### src/hdl/avt_pkg.sv
package avt_pkg;

   localparam int DIV_W     = 32;
   localparam int DIVISOR_W = 16;
   localparam int STEP_W    = $clog2(DIV_W + 1);

   localparam logic [15:0] PERIOD_MAX = 16'hFFFF;
   localparam logic [31:0] TPM_RESET  = 32'd31735537;

   localparam logic KIND_CAPTURE  = 1'b0;
   localparam logic KIND_OVERFLOW = 1'b1;

   typedef struct packed {
      logic              start;
      logic [STEP_W-1:0] steps;
   } div_req_type;

   typedef struct packed {
      logic busy;
      logic done;
   } div_rsp_type;

endpackage

### src/hdl/avt_ram.sv
module avt_ram #(
   parameter int WIDTH = 16,
   parameter int DEPTH = 8
) (
   input  logic                                   clock,
   input  logic                                   wr_en,
   input  logic [((DEPTH > 1) ? $clog2(DEPTH) : 1)-1:0] wr_addr,
   input  logic [WIDTH-1:0]                       wr_data,
   input  logic                                   rd_en,
   input  logic [((DEPTH > 1) ? $clog2(DEPTH) : 1)-1:0] rd_addr,
   output logic [WIDTH-1:0]                       rd_data
);

   logic [WIDTH-1:0] mem_ff [DEPTH];
   logic [WIDTH-1:0] rd_data_ff;

   always_ff @(posedge clock) begin
      if (wr_en) begin
         mem_ff[wr_addr] <= wr_data;
      end
      if (rd_en) begin
         rd_data_ff <= mem_ff[rd_addr];
      end
   end

   assign rd_data = rd_data_ff;

endmodule

### src/hdl/avt_divider.sv
module avt_divider (
   input  logic                            clock,
   input  logic                            reset,
   input  avt_pkg::div_req_type            div_req,
   input  logic [avt_pkg::DIV_W-1:0]       dividend,
   input  logic [avt_pkg::DIVISOR_W-1:0]   divisor,
   output avt_pkg::div_rsp_type            div_rsp,
   output logic [avt_pkg::DIV_W-1:0]       quotient
);
   import avt_pkg::*;

   logic                 busy_ff, busy_in;
   logic                 done_ff, done_in;
   logic [STEP_W-1:0]    count_ff, count_in;
   logic [DIV_W-1:0]     num_ff, num_in;
   logic [DIV_W-1:0]     quo_ff, quo_in;
   logic [DIVISOR_W-1:0] rem_ff, rem_in;
   logic [DIVISOR_W-1:0] dvs_ff, dvs_in;
   logic [DIVISOR_W:0]   shifted;
   logic [DIVISOR_W+1:0] diff;

   // one quotient bit per cycle, msb first
   always_comb begin
      shifted  = {rem_ff, num_ff[DIV_W-1]};
      diff     = {1'b0, shifted} - {2'b00, dvs_ff};
      busy_in  = busy_ff;
      done_in  = 1'b0;
      count_in = count_ff;
      num_in   = num_ff;
      quo_in   = quo_ff;
      rem_in   = rem_ff;
      dvs_in   = dvs_ff;
      if (div_req.start) begin
         busy_in  = 1'b1;
         count_in = div_req.steps;
         num_in   = dividend;
         quo_in   = '0;
         rem_in   = '0;
         dvs_in   = divisor;
      end else if (busy_ff) begin
         num_in = {num_ff[DIV_W-2:0], 1'b0};
         if (!diff[DIVISOR_W+1]) begin
            rem_in = diff[DIVISOR_W-1:0];
            quo_in = {quo_ff[DIV_W-2:0], 1'b1};
         end else begin
            rem_in = shifted[DIVISOR_W-1:0];
            quo_in = {quo_ff[DIV_W-2:0], 1'b0};
         end
         count_in = count_ff - STEP_W'(1);
         if (count_ff == STEP_W'(1)) begin
            busy_in = 1'b0;
            done_in = 1'b1;
         end
      end
   end

   always_ff @(posedge clock) begin
      if (reset) begin
         busy_ff  <= 1'b0;
         done_ff  <= 1'b0;
         count_ff <= '0;
      end else begin
         busy_ff  <= busy_in;
         done_ff  <= done_in;
         count_ff <= count_in;
      end
      num_ff <= num_in;
      quo_ff <= quo_in;
      rem_ff <= rem_in;
      dvs_ff <= dvs_in;
   end

   assign div_rsp.busy = busy_ff;
   assign div_rsp.done = done_ff;
   assign quotient     = quo_ff;

endmodule

### src/hdl/averaging_tachometer.sv
// channel   direction  ports                                   meaning
// req       in         req_valid req_ready req_kind req_period  capture or overflow event
// rsp       out        rsp_valid rsp_ready rsp_rpm rsp_saturated speed after each event
// csr       in         csr_valid csr_ready csr_data            ticks_per_minute write
//
// one event at a time; a capture reads and updates the store, then the bit-serial divider
// first forms the mean and then the quotient; an overflow skips the store update;
// the running total is TW = 16 + clog2(SAMPLE_COUNT) bits wide (19 for eight samples)
// reset is synchronous; the period store is marked empty through per-entry valid bits
// the next event is taken while a result still waits in the output register; the
// result after it then holds the block until the waiting one is taken by rsp_ready
module averaging_tachometer #(
   parameter int SAMPLE_COUNT = 8
) (
   input  logic        clock,
   input  logic        reset,
   input  logic        req_valid,
   output logic        req_ready,
   input  logic        req_kind,
   input  logic [15:0] req_period,
   output logic        rsp_valid,
   input  logic        rsp_ready,
   output logic [15:0] rsp_rpm,
   output logic        rsp_saturated,
   input  logic        csr_valid,
   output logic        csr_ready,
   input  logic [31:0] csr_data
);
   import avt_pkg::*;

   // width of the running total and of a store position
   localparam int TW = 16 + $clog2(SAMPLE_COUNT);
   localparam int SW = (SAMPLE_COUNT > 1) ? $clog2(SAMPLE_COUNT) : 1;
   localparam logic [SW-1:0] SLOT_LAST = SW'(SAMPLE_COUNT - 1);
   localparam logic [TW-1:0] TOTAL_FULL = TW'(PERIOD_MAX * SAMPLE_COUNT);

   typedef enum logic [6:0] {
      S_IDLE      = 7'b0000001,
      S_READ      = 7'b0000010,
      S_MEAN      = 7'b0000100,
      S_MEAN_WAIT = 7'b0001000,
      S_QUOT      = 7'b0010000,
      S_QUOT_WAIT = 7'b0100000,
      S_EMIT      = 7'b1000000
   } state_type;

   state_type         state_ff, state_in;
   logic [31:0]       tpm_ff, tpm_in;
   logic [SW-1:0]     slot_ff, slot_in;
   logic [TW-1:0]     total_ff, total_in;
   logic [SAMPLE_COUNT-1:0] valid_ff, valid_in;
   logic              fill_max_ff, fill_max_in;
   logic [15:0]       period_ff, period_in;
   logic [15:0]       mean_ff, mean_in;
   logic [15:0]       res_rpm_ff, res_rpm_in;
   logic              res_sat_ff, res_sat_in;
   logic              rsp_valid_ff, rsp_valid_in;
   logic [15:0]       rsp_rpm_ff, rsp_rpm_in;
   logic              rsp_sat_ff, rsp_sat_in;

   logic              req_take;
   logic              ram_wr_en;
   logic [15:0]       ram_rd_data;
   logic [15:0]       old_period;
   div_req_type       div_req;
   div_rsp_type       div_rsp;
   logic [DIV_W-1:0]  div_dividend;
   logic [DIVISOR_W-1:0] div_divisor;
   logic [DIV_W-1:0]  div_quotient;

   assign req_ready = (state_ff == S_IDLE);
   assign req_take  = req_valid && req_ready;
   assign csr_ready = 1'b1;

   // period store, read at the write position whenever an event is accepted
   avt_ram #(
      .WIDTH(16),
      .DEPTH(SAMPLE_COUNT)
   ) u_ring (
      .clock   (clock),
      .wr_en   (ram_wr_en),
      .wr_addr (slot_ff),
      .wr_data (period_ff),
      .rd_en   (req_take),
      .rd_addr (slot_ff),
      .rd_data (ram_rd_data)
   );

   assign ram_wr_en = (state_ff == S_READ);

   // an entry not written since reset or overflow reads as the fill value
   assign old_period = valid_ff[slot_ff] ? ram_rd_data : {16{fill_max_ff}};

   // shared serial divider: mean first, quotient second
   avt_divider u_divider (
      .clock    (clock),
      .reset    (reset),
      .div_req  (div_req),
      .dividend (div_dividend),
      .divisor  (div_divisor),
      .div_rsp  (div_rsp),
      .quotient (div_quotient)
   );

   always_comb begin
      div_req.start = 1'b0;
      div_req.steps = STEP_W'(TW);
      div_dividend  = DIV_W'(total_ff) << (DIV_W - TW);
      div_divisor   = DIVISOR_W'(SAMPLE_COUNT);
      if (state_ff == S_QUOT) begin
         div_req.start = 1'b1;
         div_req.steps = STEP_W'(DIV_W);
         div_dividend  = tpm_ff;
         div_divisor   = mean_ff;
      end else if (state_ff == S_MEAN) begin
         div_req.start = (total_ff != '0);
      end
   end

   always_comb begin
      state_in     = state_ff;
      tpm_in       = tpm_ff;
      slot_in      = slot_ff;
      total_in     = total_ff;
      valid_in     = valid_ff;
      fill_max_in  = fill_max_ff;
      period_in    = period_ff;
      mean_in      = mean_ff;
      res_rpm_in   = res_rpm_ff;
      res_sat_in   = res_sat_ff;
      rsp_valid_in = rsp_valid_ff;
      rsp_rpm_in   = rsp_rpm_ff;
      rsp_sat_in   = rsp_sat_ff;

      if (csr_valid && csr_ready) begin
         tpm_in = csr_data;
      end

      // output register drains independently of the event in progress
      if (rsp_valid_ff && rsp_ready) begin
         rsp_valid_in = 1'b0;
      end

      case (state_ff)
         S_IDLE: begin
            if (req_take) begin
               period_in = req_period;
               if (req_kind == KIND_OVERFLOW) begin
                  // every entry becomes the longest period, position kept
                  valid_in    = '0;
                  fill_max_in = 1'b1;
                  total_in    = TOTAL_FULL;
                  state_in    = S_MEAN;
               end else begin
                  state_in = S_READ;
               end
            end
         end
         S_READ: begin
            // swap the oldest period for the new one in the running total
            total_in          = total_ff - TW'(old_period) + TW'(period_ff);
            valid_in[slot_ff] = 1'b1;
            slot_in           = (slot_ff == SLOT_LAST) ? '0 : slot_ff + SW'(1);
            state_in          = S_MEAN;
         end
         S_MEAN: begin
            if (total_ff == '0) begin
               // zero total: empty store or all periods zero
               res_rpm_in = '0;
               res_sat_in = 1'b0;
               state_in   = S_EMIT;
            end else begin
               state_in = S_MEAN_WAIT;
            end
         end
         S_MEAN_WAIT: begin
            if (div_rsp.done) begin
               mean_in = div_quotient[15:0];
               if (div_quotient[15:0] == '0) begin
                  // mean truncates to zero, no division
                  res_rpm_in = '0;
                  res_sat_in = 1'b0;
                  state_in   = S_EMIT;
               end else begin
                  state_in = S_QUOT;
               end
            end
         end
         S_QUOT: begin
            state_in = S_QUOT_WAIT;
         end
         S_QUOT_WAIT: begin
            if (div_rsp.done) begin
               // clip quotients above sixteen bits
               res_sat_in = |div_quotient[DIV_W-1:16];
               res_rpm_in = res_sat_in ? PERIOD_MAX : div_quotient[15:0];
               state_in   = S_EMIT;
            end
         end
         S_EMIT: begin
            if (!rsp_valid_ff || rsp_ready) begin
               rsp_valid_in = 1'b1;
               rsp_rpm_in   = res_rpm_ff;
               rsp_sat_in   = res_sat_ff;
               state_in     = S_IDLE;
            end
         end
         default: begin
            state_in = S_IDLE;
         end
      endcase
   end

   always_ff @(posedge clock) begin
      if (reset) begin
         state_ff     <= S_IDLE;
         tpm_ff       <= TPM_RESET;
         slot_ff      <= '0;
         total_ff     <= '0;
         valid_ff     <= '0;
         fill_max_ff  <= 1'b0;
         rsp_valid_ff <= 1'b0;
      end else begin
         state_ff     <= state_in;
         tpm_ff       <= tpm_in;
         slot_ff      <= slot_in;
         total_ff     <= total_in;
         valid_ff     <= valid_in;
         fill_max_ff  <= fill_max_in;
         rsp_valid_ff <= rsp_valid_in;
      end
      period_ff  <= period_in;
      mean_ff    <= mean_in;
      res_rpm_ff <= res_rpm_in;
      res_sat_ff <= res_sat_in;
      rsp_rpm_ff <= rsp_rpm_in;
      rsp_sat_ff <= rsp_sat_in;
   end

   assign rsp_valid     = rsp_valid_ff;
   assign rsp_rpm       = rsp_rpm_ff;
   assign rsp_saturated = rsp_sat_ff;

endmodule

### config.mk
export PLATFORM = sky130hd
export DESIGN_NAME = averaging_tachometer
export DESIGN_NICKNAME = d
export VERILOG_FILES = /design/src/hdl/avt_pkg.sv /design/src/hdl/avt_ram.sv /design/src/hdl/avt_divider.sv /design/src/hdl/averaging_tachometer.sv
export SDC_FILE = /design/constraint.sdc
export NUM_CORES = 1
export LEC_CHECK = 0
export BUFFER_PORTS_ARGS = -buffer_cell sky130_fd_sc_hd__buf_2
export CORE_MARGIN = 2
export CORE_UTILIZATION = 55
export DETAILED_ROUTE_END_ITERATION = 10
export GPL_TIMING_DRIVEN = 0
export MAX_ROUTING_LAYER = met4
export PLACE_DENSITY = 0.72
export SETUP_SLACK_MARGIN = 0.1
export SYNTH_ARGS = -nofsm -noshare
export SYNTH_HDL_FRONTEND = slang
export SYNTH_SLANG_ARGS = --single-unit
export TNS_END_PERCENT = 50
### constraint.sdc
create_clock -name clock -period 8.8 [get_ports clock]
set_clock_uncertainty 0.2 [all_clocks]
set_input_delay 1.32 -clock clock [delete_from_list [all_inputs] [get_ports clock]]
set_output_delay 1.32 -clock clock [all_outputs]
set_load 0.05 [all_outputs]
Word-level counts from Yosys, hierarchy flattened. Memories as Yosys holds them, arrays and structs flattened. A register that Yosys moved wholly into a read port is not among the register bits. Index checks and enable logic that the tools add are counted. Widths: inputs -> output; s select.

Bits in registers: 241. Memory bits (writable): 128. Input bits: 54. Output and inout port bits: 20. Logic and storage cells: 116. Memories: 1.

Add/sub/neg operators: 5. Magnitude comparators: 2. Equal/unequal tests: 16. Multiplexer cells: 50. Bitwise operators: 2. Reduce and logical (&&, ||, !) cells: 20.

Memory list: u_ring.mem_ff (depth 8, width 16, rd ports 1, clocked after Yosys merged registers in 1, wr ports 1, line avt_ram.sv:14) `logic [WIDTH-1:0] mem_ff [DEPTH];`.

Operators with widths (count): $mux 16 (7); $mux 32 (3); $pmux 7 s7 (1); $pmux 16 s3 (1); $mux 7 (6); $mux 19 (2); $pmux 19 s2 (1); $add 19x16->19 (1); $logic_not 19->1 (1); $reduce_bool 19->1 (1); $sub 19x16->19 (1); $mux 1 (18); $mux 6 (3); $sub 17x16->18 (1); $logic_not 16->1 (1); $mux 8 (2); $pmux 8 s2 (1); $reduce_or 16->1 (1); $ne 2x1->1 const B (5); $or 8x8->8 (1); $eq 7x1->1 const B (1); $eq 7x2->1 const B (1); $eq 7x3->1 const B (1); $eq 7x4->1 const B (1); 25 further kinds (33).

Logic depth before layout (Yosys ltp). Gate-level depths: netlist of run 1.

Word-level depth: 6. Gate-level depth with buffers: 20. Mapped depth without buffers: 19.

Modules after synthesis. A second synthesis of run 1 with hierarchy kept.

Cells, all modules: 1264. Area, all modules: 17240.3 um2.

Modules (own cells, without submodules): averaging_tachometer (times used 1, cells an instance 631, area each 6965.4 um2, sequential area each 3403.3 um2); avt_ram (times used 1, cells an instance 214, area each 5454.0 um2, sequential area each 4324.1 um2); avt_divider (times used 1, cells an instance 419, area each 4820.9 um2, sequential area each 2562.5 um2).

Least setup slack after synthesis of run 1. No wires, ideal clock.

Path type: reg-to-reg. From: reg slot_ff[0]. To: reg total_ff[15]. Library setup time: 62 ps. Arrival time: 4554 ps. Data required time: 8538 ps. Slack: 3984 ps. Stages on the path, launching flop included: 17. Path buffers: 1. Period minus slack after synthesis: 4816 ps. Cells stage by stage: dfxtp_1 -> clkbuf_1 -> nor3b_1 -> a22oi_1 -> nand3_1 -> nor2_1 -> a21oi_1 -> fa_1 -> ha_1 -> a211oi_2 -> o21ai_2 -> a2111oi_2 -> o21bai_1 -> a311o_1 -> a31o_1 -> or4b_1 -> nand3_1.

Word-level cells in the longest chain between the ends: 6.

Ends and longest elaborated chain: from (decl) (line averaging_tachometer.sv:49) `logic [SW-1:0] slot_ff, slot_in;`; from (signal assigned) (line averaging_tachometer.sv:226) `slot_ff <= slot_in;`; $bmux 1 s3 (line averaging_tachometer.sv:92) `assign old_period = valid_ff[slot_ff] ? ram_rd_data : {16{fill_max_ff}};`; $mux 1 (implied by the code) (line averaging_tachometer.sv:92); $mux 16 (line averaging_tachometer.sv:92); $sub 19x16->19 (line averaging_tachometer.sv:161) `total_in = total_ff - TW'(old_period) + TW'(period_ff);`; $add 19x16->19 (line averaging_tachometer.sv:161); $pmux 19 s2 (line averaging_tachometer.sv:144) `case (state_ff)`; to (signal assigned) (line averaging_tachometer.sv:227) `total_ff <= total_in;`; to (decl) (line averaging_tachometer.sv:50) `logic [TW-1:0] total_ff, total_in;`.

Every way passes these cells. The select of a mux whose other input is x is not followed. A chain may end at the register's enable or synchronous reset.

Final worst setup path of run 1.
From: reg slot_ff[1]. To: reg total_ff[15].

The elaborated chain is that of the path after synthesis.

==> results of run 1 <==
## sequential cells by signal (all words and copies together), names as in the netlist, 19 cells and up
name and count:
tpm_ff 32, u_divider.num_ff 32, u_ring.mem_ff 128, total_ff 19, u_divider.quotient 32
## how the worst max path moves through the flow
| stage | startpoint | to | slack (ns) | cells past startpoint |
|---|---|---|---|---|
| 5_1_grt | slot_ff[1]$_SDFFE_PP0P_ | total_ff[15]$_SDFFE_PP0P_ | 2.63 | 17 |
| 3_5_place_dp | slot_ff[1]$_SDFFE_PP0P_ | total_ff[15]$_SDFFE_PP0P_ | 3.15 | 17 |
| 4_1_cts | slot_ff[1]$_SDFFE_PP0P_ | total_ff[15]$_SDFFE_PP0P_ | 3.08 | 17 |
| 6_report | slot_ff[1]$_SDFFE_PP0P_ | total_ff[15]$_SDFFE_PP0P_ | 2.96 | 17 |
| 2_1_floorplan | slot_ff[0]$_SDFFE_PP0P_ | total_ff[15]$_SDFFE_PP0P_ | 3.98 | 16 |
| 3_3_place_gp | slot_ff[0]$_SDFFE_PP0P_ | total_ff[15]$_SDFFE_PP0P_ | 2.77 | 16 |
## area by class of cell
| type | instances | area [um2] |
|---|---|---|
| multi-input combinational | 824 | 5650 |
| fill | 2226 | 11000 |
| buffer | 62 | 245 |
| tap | 390 | 488 |
| clock inverter | 22 | 201 |
| clock buffer | 50 | 1050 |
| inverter | 37 | 139 |
| timing repair buffer | 73 | 374 |
| sequential | 385 | 10300 |
## worst register-to-register path, delay by kind of cell (launching register included)
family / cells / cell delay (ns)
simple gates: 5 / 1.30
flops: 1 / 0.38
buf+inv: 2 / 1.01
fa+ha+maj: 2 / 0.81
compound gates: 8 / 2.08
## report_power, final
| part | internal [mW] | leakage, nW | switching, mW |
|---|---|---|---|
| sequential | 2.09 | 3.35 | 0.133 |
| clock | 0.936 | 0.600 | 0.680 |
| combinational | 0.528 | 2.76 | 0.715 |
## routing by layer
| metal | up-vias | share of wire [%] |
|---|---|---|
| met4 | 0 | 2.3 |
| li1 | 5112 | - |
| met2 | 412 | 47 |
| met1 | 5230 | 44 |
| met5 | - | 0 |
| met3 | 78 | 6.5 |
## layout by cell type, fill, tap and decap left out, types with 5 or more instances in the layout
| master | netlist | layout |
|---|---|---|
| a211oi_1 | 20 | 20 |
| a21o_1 | 8 | 8 |
| a21oi_1 | 58 | 58 |
| a22oi_1 | 86 | 86 |
| and2_1 | 29 | 28 |
| buf_1 | 6 | 6 |
| buf_2 | 4 | 75 |
| clkbuf_1 | 50 | 59 |
| clkbuf_16 | 0 | 40 |
| clkinv_1 | 1 | 8 |
| clkinv_2 | 0 | 6 |
| dfxtp_1 | 127 | 127 |
| edfxtp_1 | 258 | 258 |
| fa_1 | 17 | 17 |
| ha_1 | 40 | 40 |
| inv_1 | 36 | 36 |
| mux2i_1 | 75 | 75 |
| nand2_1 | 96 | 95 |
| nand2b_1 | 13 | 13 |
| nand3_1 | 12 | 12 |
| nand4_1 | 22 | 22 |
| nor2_1 | 117 | 117 |
| nor2b_1 | 8 | 7 |
| nor3_1 | 27 | 25 |
| nor4_1 | 17 | 17 |
| o211a_1 | 5 | 5 |
| o21a_1 | 22 | 22 |
| o21ai_0 | 56 | 56 |
| or3_1 | 6 | 6 |
| xnor2_1 | 17 | 17 |
| xor2_1 | 6 | 6 |
## logic make-up (layout without fill, tap and decap cells)
logic type      count (synthesis)  in the layout  synth area share (%)
flops                         385            385                  63.2
simple gates                  376            376                  11.3
compound gates                291            291                  12.0
buf+inv                        99            244                  2.36
mux                            76             76                  4.75
fa+ha+maj                      57             57                  5.16
xor+xnor                       23             23                  1.24
other cells                     1              1                0.0230
## through the flow
step                      total power [mW]  std cells  util [%]
after global routing                  5.34       1843      62.7
after detailed placement              3.49       1771      58.4
final                                 5.08       1843      62.7
after floorplan                       3.19       1308         -
after CTS                             5.09       1843      62.7
after global placement                3.45       1769      58.3
==> results.json, run 1 <==
{
  "dp_slack_ns": 3.15,
  "gr-total-overflow": 0,
  "ys_ff_latch": 385,
  "syn_nets": 1419,
  "hold_viol_final": 0,
  "yosys.area.top_type": "edfxtp_1",
  "routed_wl_mm": 36.3,
  "cpPeakStageDelay_ns": 0.57,
  "netlist_instances": 1308,
  "avgSynthCellArea_um2": 12.5,
  "holdPathStages": 0,
  "place_congestion": 0.881,
  "end_kind": "register",
  "hold_ws_ns": 0.218,
  "synthArstFlopShare_pct": 0,
  "ys.flop_type": "edfxtp_1",
  "design.portCount": 74,
  "antenna_found_initial": 0,
  "rr_endpoint": "total_ff[15]$_SDFFE_PP0P_",
  "drtIter0Drc": 1172,
  "setup_ws_ns": 2.96,
  "vdd_drop_max_mv": 0.196,
  "ant_nets": 0,
  "cts_buffers": 39,
  "r2r-start": "slot_ff[1]$_SDFFE_PP0P_",
  "cts_tree": "built",
  "dr.pass1.iters": 6,
  "drive_gt1_share_pct": 11.0,
  "use_met1_pct": 32.5,
  "status": "completed",
  "start_kind": "register",
  "hold_end": "rsp_rpm[10]$_DFFE_PP_",
  "fmax_mhz": 171,
  "use_met3_pct": 3.73,
  "grt_max_degree": 35,
  "hpwl_mm": 24.7,
  "crit_type": "register to register",
  "hold_start": "res_rpm_ff[10]$_SDFFCE_PP0P_",
  "avgViaCountPerCell": 5.88,
  "finalSetupViolations": 0,
  "crit_buf_inv": 2,
  "chipWidth_um": 176,
  "cts_max_path_buffers": 3,
  "vias": 10800,
  "cts_sinks": 385,
  "path_clk_slew_ns": 0.07,
  "ys_top_cells_by_area": "edfxtp_1 (48%), dfxtp_1 (16%), mux2i_1 (4.6%)",
  "nets": 1533,
  "cp.arrival_ns": 6.11,
  "rr_worst_depth": 17,
  "root_buffer": "clkbuf_16",
  "yosys_warnings": 0,
  "use_met2_pct": 38.2,
  "crit_chain": "clkbuf_1 -> and3_1 -> clkbuf_1 -> a22oi_1 -> nand3_1 -> nor2_1 -> a21oi_1 -> fa_1 -> ha_1 -> a211oi_2 -> o21ai_2 -> a2111oi_2 -> o21bai_1 -> a311o_1 -> a31o_1 -> or4b_1 -> nand3_1",
  "required_ns": 9.06,
  "r2r_slack_ns": 2.96,
  "critPathSlowestCell": "clkbuf_1",
  "area_delta_synth_final_pct": 13.2,
  "postCtsHoldBufs": 0,
  "ys_seq_area_share_pct": 63.2,
  "period_minus_slack_ns": 5.84,
  "diodes": 0,
  "cap_viol_max_count": 0,
  "post-route-period-util_pct": 66.4,
  "placed_area_mm2": 0.0172,
  "synth-edff-count": 258,
  "initial_core_util_pct": 55.4,
  "path_max_fanout": 10,
  "core_area_mm2": 0.0294,
  "numPortBuffers": 71,
  "yosysTopAreaCellShare_pct": 47.6,
  "die_h_um": 176,
  "cts_resized": 0,
  "syn_area_mm2": 0.0163,
  "grt_first_pass_wirelength_mm": 56.6,
  "hp-class": "register to register",
  "final-max-slew-violation-count": 0,
  "grt.busiest_layer": "met2",
  "post-route-drc-count": 0,
  "htree_levels": 2,
  "wire_per_inst_um": 19.7,
  "cp_top_family": "compound AO/OA/AOI/OAI gates",
  "clk_latency_ns": 0.53,
  "final_area_mm2": 0.0184,
  "relSlewSlack_pct": 12.2,
  "fin_tns_setup_ns": 0,
  "cts_setup_buffers": 0,
  "synth_cell_type_count": 70,
  "yosysMostFrequentCell": "edfxtp_1",
  "rsz0062_at_grt": "no",
  "power_leakage_nw": 6.71,
  "grt_usage_pct": 24.1,
  "num_rows": 63,
  "die-area_mm2": 0.0310,
  "worst_slew_pin_slew_ns": 1.31,
  "powerDensity_mw_per_mm2": 276,
  "grt_pass1_vias": 10500,
  "synth_common_cells": "edfxtp_1 (258), dfxtp_1 (127), nor2_1 (117)"
}
No activity file was read; power rests on OpenSTA's default activity.
==> run 2, diff against run 1 <==
--- a/config.mk
+++ b/config.mk
@@ -5,6 +5,7 @@
 export SDC_FILE = /design/constraint.sdc
 export NUM_CORES = 1
 export LEC_CHECK = 0
+export ABC_AREA = 1
 export BUFFER_PORTS_ARGS = -buffer_cell sky130_fd_sc_hd__buf_2
 export CORE_MARGIN = 2
 export CORE_UTILIZATION = 55
==> constraint.sdc (replaced) <==
create_clock -name clock -period 5.9 [get_ports clock]
set_clock_uncertainty 0.2 [all_clocks]
set_input_delay 0.885 -clock clock [delete_from_list [all_inputs] [get_ports clock]]
set_output_delay 0.885 -clock clock [all_outputs]
set_load 0.05 [all_outputs]
==> run 2 against run 1 <==
Net effect: critical path depth is 2 higher; via count is 11% higher; non-clock buffer count is 4 higher; utilization is 0.64 points higher; flip-flop and latch count stayed put; sequential power is 64% higher; synthesized cell count is 26% higher; clock power is 52% higher; setup slack worse by 1.4 ns; area after synthesis is 3.5% higher; count of clock-buffer cells in the layout is 7 higher; first-iteration DRC count is 29% lower; largest power group unchanged.
==> results.json, run 2 <==
{
  "dr.pass1.iters": 6,
  "final_util_pct": 63.3,
  "crit_type": "register to register",
  "ys_ff_latch": 385,
  "fin_tns_setup_ns": 0,
  "vdd_drop_max_mv": 0.331,
  "chipWidth_um": 179,
  "avgViaCountPerCell": 5.47,
  "postCtsHoldBufs": 0,
  "root_buffer": "clkbuf_16",
  "power_frac_comb_pct": 33.9,
  "dp_slack_ns": 1.62,
  "yosysMostFrequentCell": "nand2_1",
  "post-route-period-util_pct": 74.3,
  "cp.arrival_ns": 4.61,
  "highest_layer": "met4",
  "clk_latency_ns": 0.54,
  "grt_pass1_vias": 11700,
  "yosysTopAreaCellShare_pct": 46.0,
  "finalSetupViolations": 0,
  "rsz0062_at_grt": "no",
  "wire_per_inst_um": 17.7,
  "syn_nets": 1753,
  "post-route-drc-count": 0,
  "hpwl_mm": 27.6,
  "ys_seq_area_share_pct": 61.0,
  "final_cell_mix": "nand2_1 (327), edfxtp_1 (258), inv_1 (189)",
  "cts_sinks": 385,
  "placed_cells": 2119,
  "syn_area_mm2": 0.0169,
  "drtIter0Drc": 834,
  "start_kind": "register",
  "grt_usage_pct": 25.5,
  "cts_resized": 0,
  "hold_viol_final": 0,
  "p_int_mw": 5.90,
  "setup_ws_ns": 1.52,
  "largest_reg_flops": 128,
  "synth-edff-count": 258,
  "cts_tree": "built",
  "ys_top_cells_by_area": "edfxtp_1 (46%), dfxtp_1 (15%), nand2_1 (7.3%)",
  "final_common_cell": "nand2_1",
  "wl_met2_mm": 19.4,
  "cts_setup_buffers": 0,
  "avgSynthCellArea_um2": 10.3,
  "pwr-share-clk_pct": 26.7,
  "nets": 1877,
  "cap_viol_max_count": 0,
  "path_max_fanout": 10,
  "critPathSlowestCell": "dfxtp_1",
  "top_register": "u_ring.mem_ff",
  "ys.flop_type": "edfxtp_1",
  "initial_core_util_pct": 55.5,
  "design.portCount": 74,
  "cts_buffers": 41,
  "p_sw_mw": 3.36,
  "seqPwrFrac_pct": 39.4,
  "final-max-slew-violation-count": 0,
  "path_clk_slew_ns": 0.06,
  "grt_max_degree": 42,
  "grt_first_pass_wirelength_mm": 60.7,
  "final_area_mm2": 0.0192,
  "num_rows": 64,
  "p_total_mw": 9.26,
  "die-area_mm2": 0.0321,
  "gr-total-overflow": 0,
  "crit_buf_inv": 5,
  "placed_area_mm2": 0.0179,
  "synthArstFlopShare_pct": 0,
  "period_minus_slack_ns": 4.38,
  "yosys_warnings": 0,
  "power_leakage_nw": 7.72,
  "cpPeakStageDelay_ns": 0.47,
  "m1WireLength_mm": 16.5,
  "required_ns": 6.12,
  "synth_common_cells": "nand2_1 (327), edfxtp_1 (258), inv_1 (189)",
  "place_congestion": 0.977,
  "routed_wl_mm": 38.9,
  "hp-class": "register to register",
  "core_area_mm2": 0.0303,
  "netlist_instances": 1642,
  "worst_slew_pin_slew_ns": 1.25,
  "vias": 12000,
  "met3_wirelength_mm": 1.92,
  "area_delta_synth_final_pct": 14.0,
  "p_sw_share_pct": 36.3,
  "synth_cell_type_count": 54,
  "diodes": 0,
  "crit_chain": "nand3_1 -> clkinv_1 -> nand2_1 -> nand4_1 -> inv_2 -> nand2_1 -> clkbuf_1 -> o21ai_0 -> fa_1 -> ha_1 -> inv_1 -> o21ai_0 -> nor2_1 -> o21ai_0 -> nand3_1 -> nand3_1 -> nand2_1 -> o21ai_1 -> inv_1",
  "yosys.area.top_type": "edfxtp_1",
  "status": "completed",
  "die_h_um": 179,
  "ant_nets": 0,
  "htree_levels": 2,
  "numPortBuffers": 72,
  "cp_top_family": "simple AND/OR/NAND/NOR gates",
  "hold_ws_ns": 0.220,
  "relSlewSlack_pct": 16.6,
  "cts_max_path_buffers": 3,
  "fmax_mhz": 228,
  "powerDensity_mw_per_mm2": 482,
  "antenna_found_initial": 0,
  "drive_gt1_share_pct": 12.1,
  "end_kind": "register",
  "final_cells": 2195
}
## run 2: changes by cell type after synthesis, moves of 18 or more
cell / previous run / this run
nand2_1: 96 / 327
nand3_1: 12 / 122
o21ai_1: 1 / 30
inv_2: 0 / 18
inv_1: 36 / 189
nor3_1: 27 / 9
clkbuf_1: 50 / 24
mux2i_1: 75 / 0
a22oi_1: 86 / 17
a21oi_1: 58 / 84
and2_1: 29 / 3
o211ai_1: 4 / 29
## run 2: final cells by class
type                    count  area [um2]
fillers                  2387       11100
flip-flops and latches    385       10300
multi-input cells         990        5540
clock buffers              57        1180
inverters                 209         785
repair buffers             81         533
well taps                 396         495
plain buffers              58         277
clock inverters            19         121
## run 2: worst paths after layout
path | startpoint | end | slack [ns] | depth (start not counted)
worst max-delay path | slot_ff[2]$_SDFFE_PP0P_ | total_ff[15]$_SDFFE_PP0P_ | 1.52 | 19
worst min-delay path | res_rpm_ff[3]$_SDFFCE_PP0P_ | rsp_rpm[3]$_DFFE_PP_ | 0.22 | 0
worst max register to register | slot_ff[2]$_SDFFE_PP0P_ | total_ff[15]$_SDFFE_PP0P_ | 1.52 | 19
worst min register to register | res_rpm_ff[3]$_SDFFCE_PP0P_ | rsp_rpm[3]$_DFFE_PP_ | 0.22 | 0
## run 2: power groups by stage
stage | clock network [mW] | logic [mW] | registers, mW
after detailed placement | 0 | 3.09 | 3.70
after global routing | 2.62 | 3.56 | 3.69
after global placement | 0 | 3.00 | 3.69
after floorplan | 0 | 2.37 | 3.59
after CTS | 2.50 | 3.11 | 3.65
final | 2.47 | 3.13 | 3.65
## run 2: worst register-to-register path, cell delays in order (launching register included)
cell      delay [ns]
dfxtp_1         0.47
nand3_1         0.18
clkinv_1        0.28
nand2_1         0.09
nand4_1         0.11
inv_2           0.08
nand2_1         0.19
clkbuf_1        0.33
o21ai_0         0.21
fa_1            0.47
ha_1            0.36
inv_1           0.06
o21ai_0         0.35
nor2_1          0.09
o21ai_0         0.21
nand3_1         0.22
nand3_1         0.12
nand2_1         0.06
o21ai_1         0.12
inv_1           0.05
## run 2: logic make-up after synthesis
group	synth area share [%]
flops	61.0
compound gates	10.2
other cells	0.0222
xor+xnor	0.676
buf+inv	6.30
simple gates	16.8
fa+ha+maj	4.99
## run 2: metal layers
metal | vias up | track usage, %
met5 | - | -
met4 | 0 | 8.64
met3 | 78 | 3.46
met2 | 313 | 43.4
met1 | 5732 | 31.4
li1 | 5889 | -
==> run 3, diff against run 2 <==
==> constraint.sdc (replaced) <==
create_clock -name clock -period 4.6 [get_ports clock]
set_clock_uncertainty 0.2 [all_clocks]
set_input_delay 0.69 -clock clock [delete_from_list [all_inputs] [get_ports clock]]
set_output_delay 0.69 -clock clock [all_outputs]
set_load 0.05 [all_outputs]
==> run 3 against run 2 <==
Net effect: flip-flop and latch count did not move; highest routed layer unchanged; critical path depth rose by 5; die area stayed put; largest power group unchanged; register-to-register slack got worse by 1.1 ns; count of clock-buffer cells in the layout unchanged; routed wire length fell by 0.21%.
==> results.json, run 3 (synthesis gave the netlist of run 2 again) <==
{
  "status": "completed",
  "wire_per_inst_um": 17.7,
  "num_rows": 64,
  "required_ns": 4.83,
  "cts_max_path_buffers": 3,
  "path_max_fanout": 8,
  "relSlewSlack_pct": 17.0,
  "critPathSlowestCell": "dfxtp_1",
  "htree_levels": 2,
  "placed_cells": 2119,
  "path_clk_slew_ns": 0.06,
  "root_buffer": "clkbuf_16",
  "worst_slew_pin_slew_ns": 1.24,
  "cpPeakStageDelay_ns": 0.46,
  "largest_reg_flops": 128,
  "cts_resized": 0,
  "avgViaCountPerCell": 5.47,
  "hp-class": "input pin to register",
  "rsz0062_at_grt": "no",
  "drive_gt1_share_pct": 12.2,
  "antenna_found_initial": 0,
  "period_minus_slack_ns": 4.20,
  "crit_type": "register to register",
  "grt_pass1_vias": 11700,
  "start_kind": "register",
  "grt_usage_pct": 25.5,
  "die_h_um": 179,
  "grt_max_degree": 42,
  "powerDensity_mw_per_mm2": 618,
  "post-route-drc-count": 0,
  "fmax_mhz": 238,
  "final_cell_mix": "nand2_1 (327), edfxtp_1 (258), inv_1 (189)",
  "end_kind": "register",
  "die-area_mm2": 0.0321,
  "numPortBuffers": 72,
  "clk_latency_ns": 0.54,
  "core_area_mm2": 0.0303,
  "cp.arrival_ns": 4.43,
  "design.portCount": 74,
  "gr-total-overflow": 0,
  "cts_buffers": 41,
  "place_congestion": 0.977,
  "grt_first_pass_wirelength_mm": 60.7,
  "p_total_mw": 11.9,
  "dr.pass1.iters": 6,
  "cap_viol_max_count": 0,
  "cts_sinks": 385,
  "seq_area_mm2": 0.0103,
  "nets": 1877,
  "top_register": "u_ring.mem_ff",
  "cpMostUsedCell": "inv_1",
  "fin_tns_setup_ns": 0,
  "final-max-slew-violation-count": 0,
  "final_cells": 2195,
  "vdd_drop_max_mv": 0.424,
  "diodes": 0,
  "area_delta_synth_final_pct": 14.1,
  "nFillCells": 2386,
  "drtIter0Drc": 763,
  "post-route-period-util_pct": 91.3,
  "cts_tree": "built",
  "routed_wl_mm": 38.8,
  "initial_core_util_pct": 55.5,
  "crit_chain": "inv_2 -> nand3_2 -> inv_1 -> a22oi_1 -> nand4_1 -> inv_2 -> nand2_1 -> o21ai_0 -> inv_1 -> ha_1 -> inv_1 -> ha_1 -> inv_1 -> fa_1 -> inv_1 -> nand2_1 -> o21ai_1 -> nand2_1 -> nand2_1 -> nand3_1 -> nand3_1 -> nand2_1 -> o21ai_1 -> inv_1",
  "ant_nets": 0,
  "chipWidth_um": 179,
  "cts_setup_buffers": 0,
  "vias": 12000,
  "power_leakage_nw": 7.72,
  "hpwl_mm": 27.6,
  "hold_viol_final": 0,
  "final_common_cell": "nand2_1",
  "postCtsHoldBufs": 0,
  "finalSetupViolations": 0,
  "multi_input_area_mm2": 0.00554
}
[run 3: changes by cell type in the layout (fill, tap and decap cells not counted), sizes merged]
cell      before  now
clkinv        16   15
clkinvlp       1    2
[run 3: final timing paths]
kind	start	endpoint	slack, ns	cells past startpoint
hold / removal	req_period[7]	period_ff[7]$_DFFE_PP_	0.13	1
hold reg to reg	res_rpm_ff[7]$_SDFFCE_PP0P_	rsp_rpm[7]$_DFFE_PP_	0.22	0
setup / recovery	slot_ff[1]$_SDFFE_PP0P_	total_ff[16]$_SDFFE_PP0P_	0.40	24
setup reg to reg	slot_ff[1]$_SDFFE_PP0P_	total_ff[16]$_SDFFE_PP0P_	0.40	24
[run 3: power breakdown]
group	internal [mW]	leakage, nW	switching [mW]	total (mW)
Clock	1.86	0.638	1.32	3.17
Combinational	1.41	3.70	2.62	4.03
Sequential	4.30	3.38	0.379	4.68
[run 3: layer usage]
layer	vias to the layer above	wire, um	GRT usage (%)
met4	0	1170	8.64
met1	5722	16300	31.4
li1	5887	-	-
met5	-	0	-
met2	319	19300	43.4
met3	74	2070	3.46
[run 3: through the flow]
step                worst slack (ns)  area [um2]  util, %  hold WS, ns
global route                   0.116       19200     63.4        0.111
detailed placement             0.322       17900     59.0        0.205
global placement               0.212       17700     58.4        0.204
CTS                            0.281       19200     63.3        0.112
finish                         0.400       19200     63.4        0.126
floorplan                       1.08       16900        -        0.200
[run 3: final cells by class]
| type | instances | area share (%) |
|---|---|---|
| Tap cell | 396 | 2.58 |
| Multi-Input combinational cell | 990 | 28.8 |
| Inverter | 209 | 4.10 |
| Timing Repair Buffer | 81 | 2.77 |
| Clock buffer | 57 | 6.14 |
| Buffer | 58 | 1.44 |
| Sequential cell | 385 | 53.5 |
| Clock inverter | 19 | 0.631 |
[run 3: worst max-delay path, delay by kind of cell, from the launching register on]
family | cells | cell delay, ns
flops | 1 | 0.46
simple gates | 9 | 1.12
buf+inv | 8 | 0.74
compound gates | 4 | 0.69
fa+ha+maj | 3 | 0.87
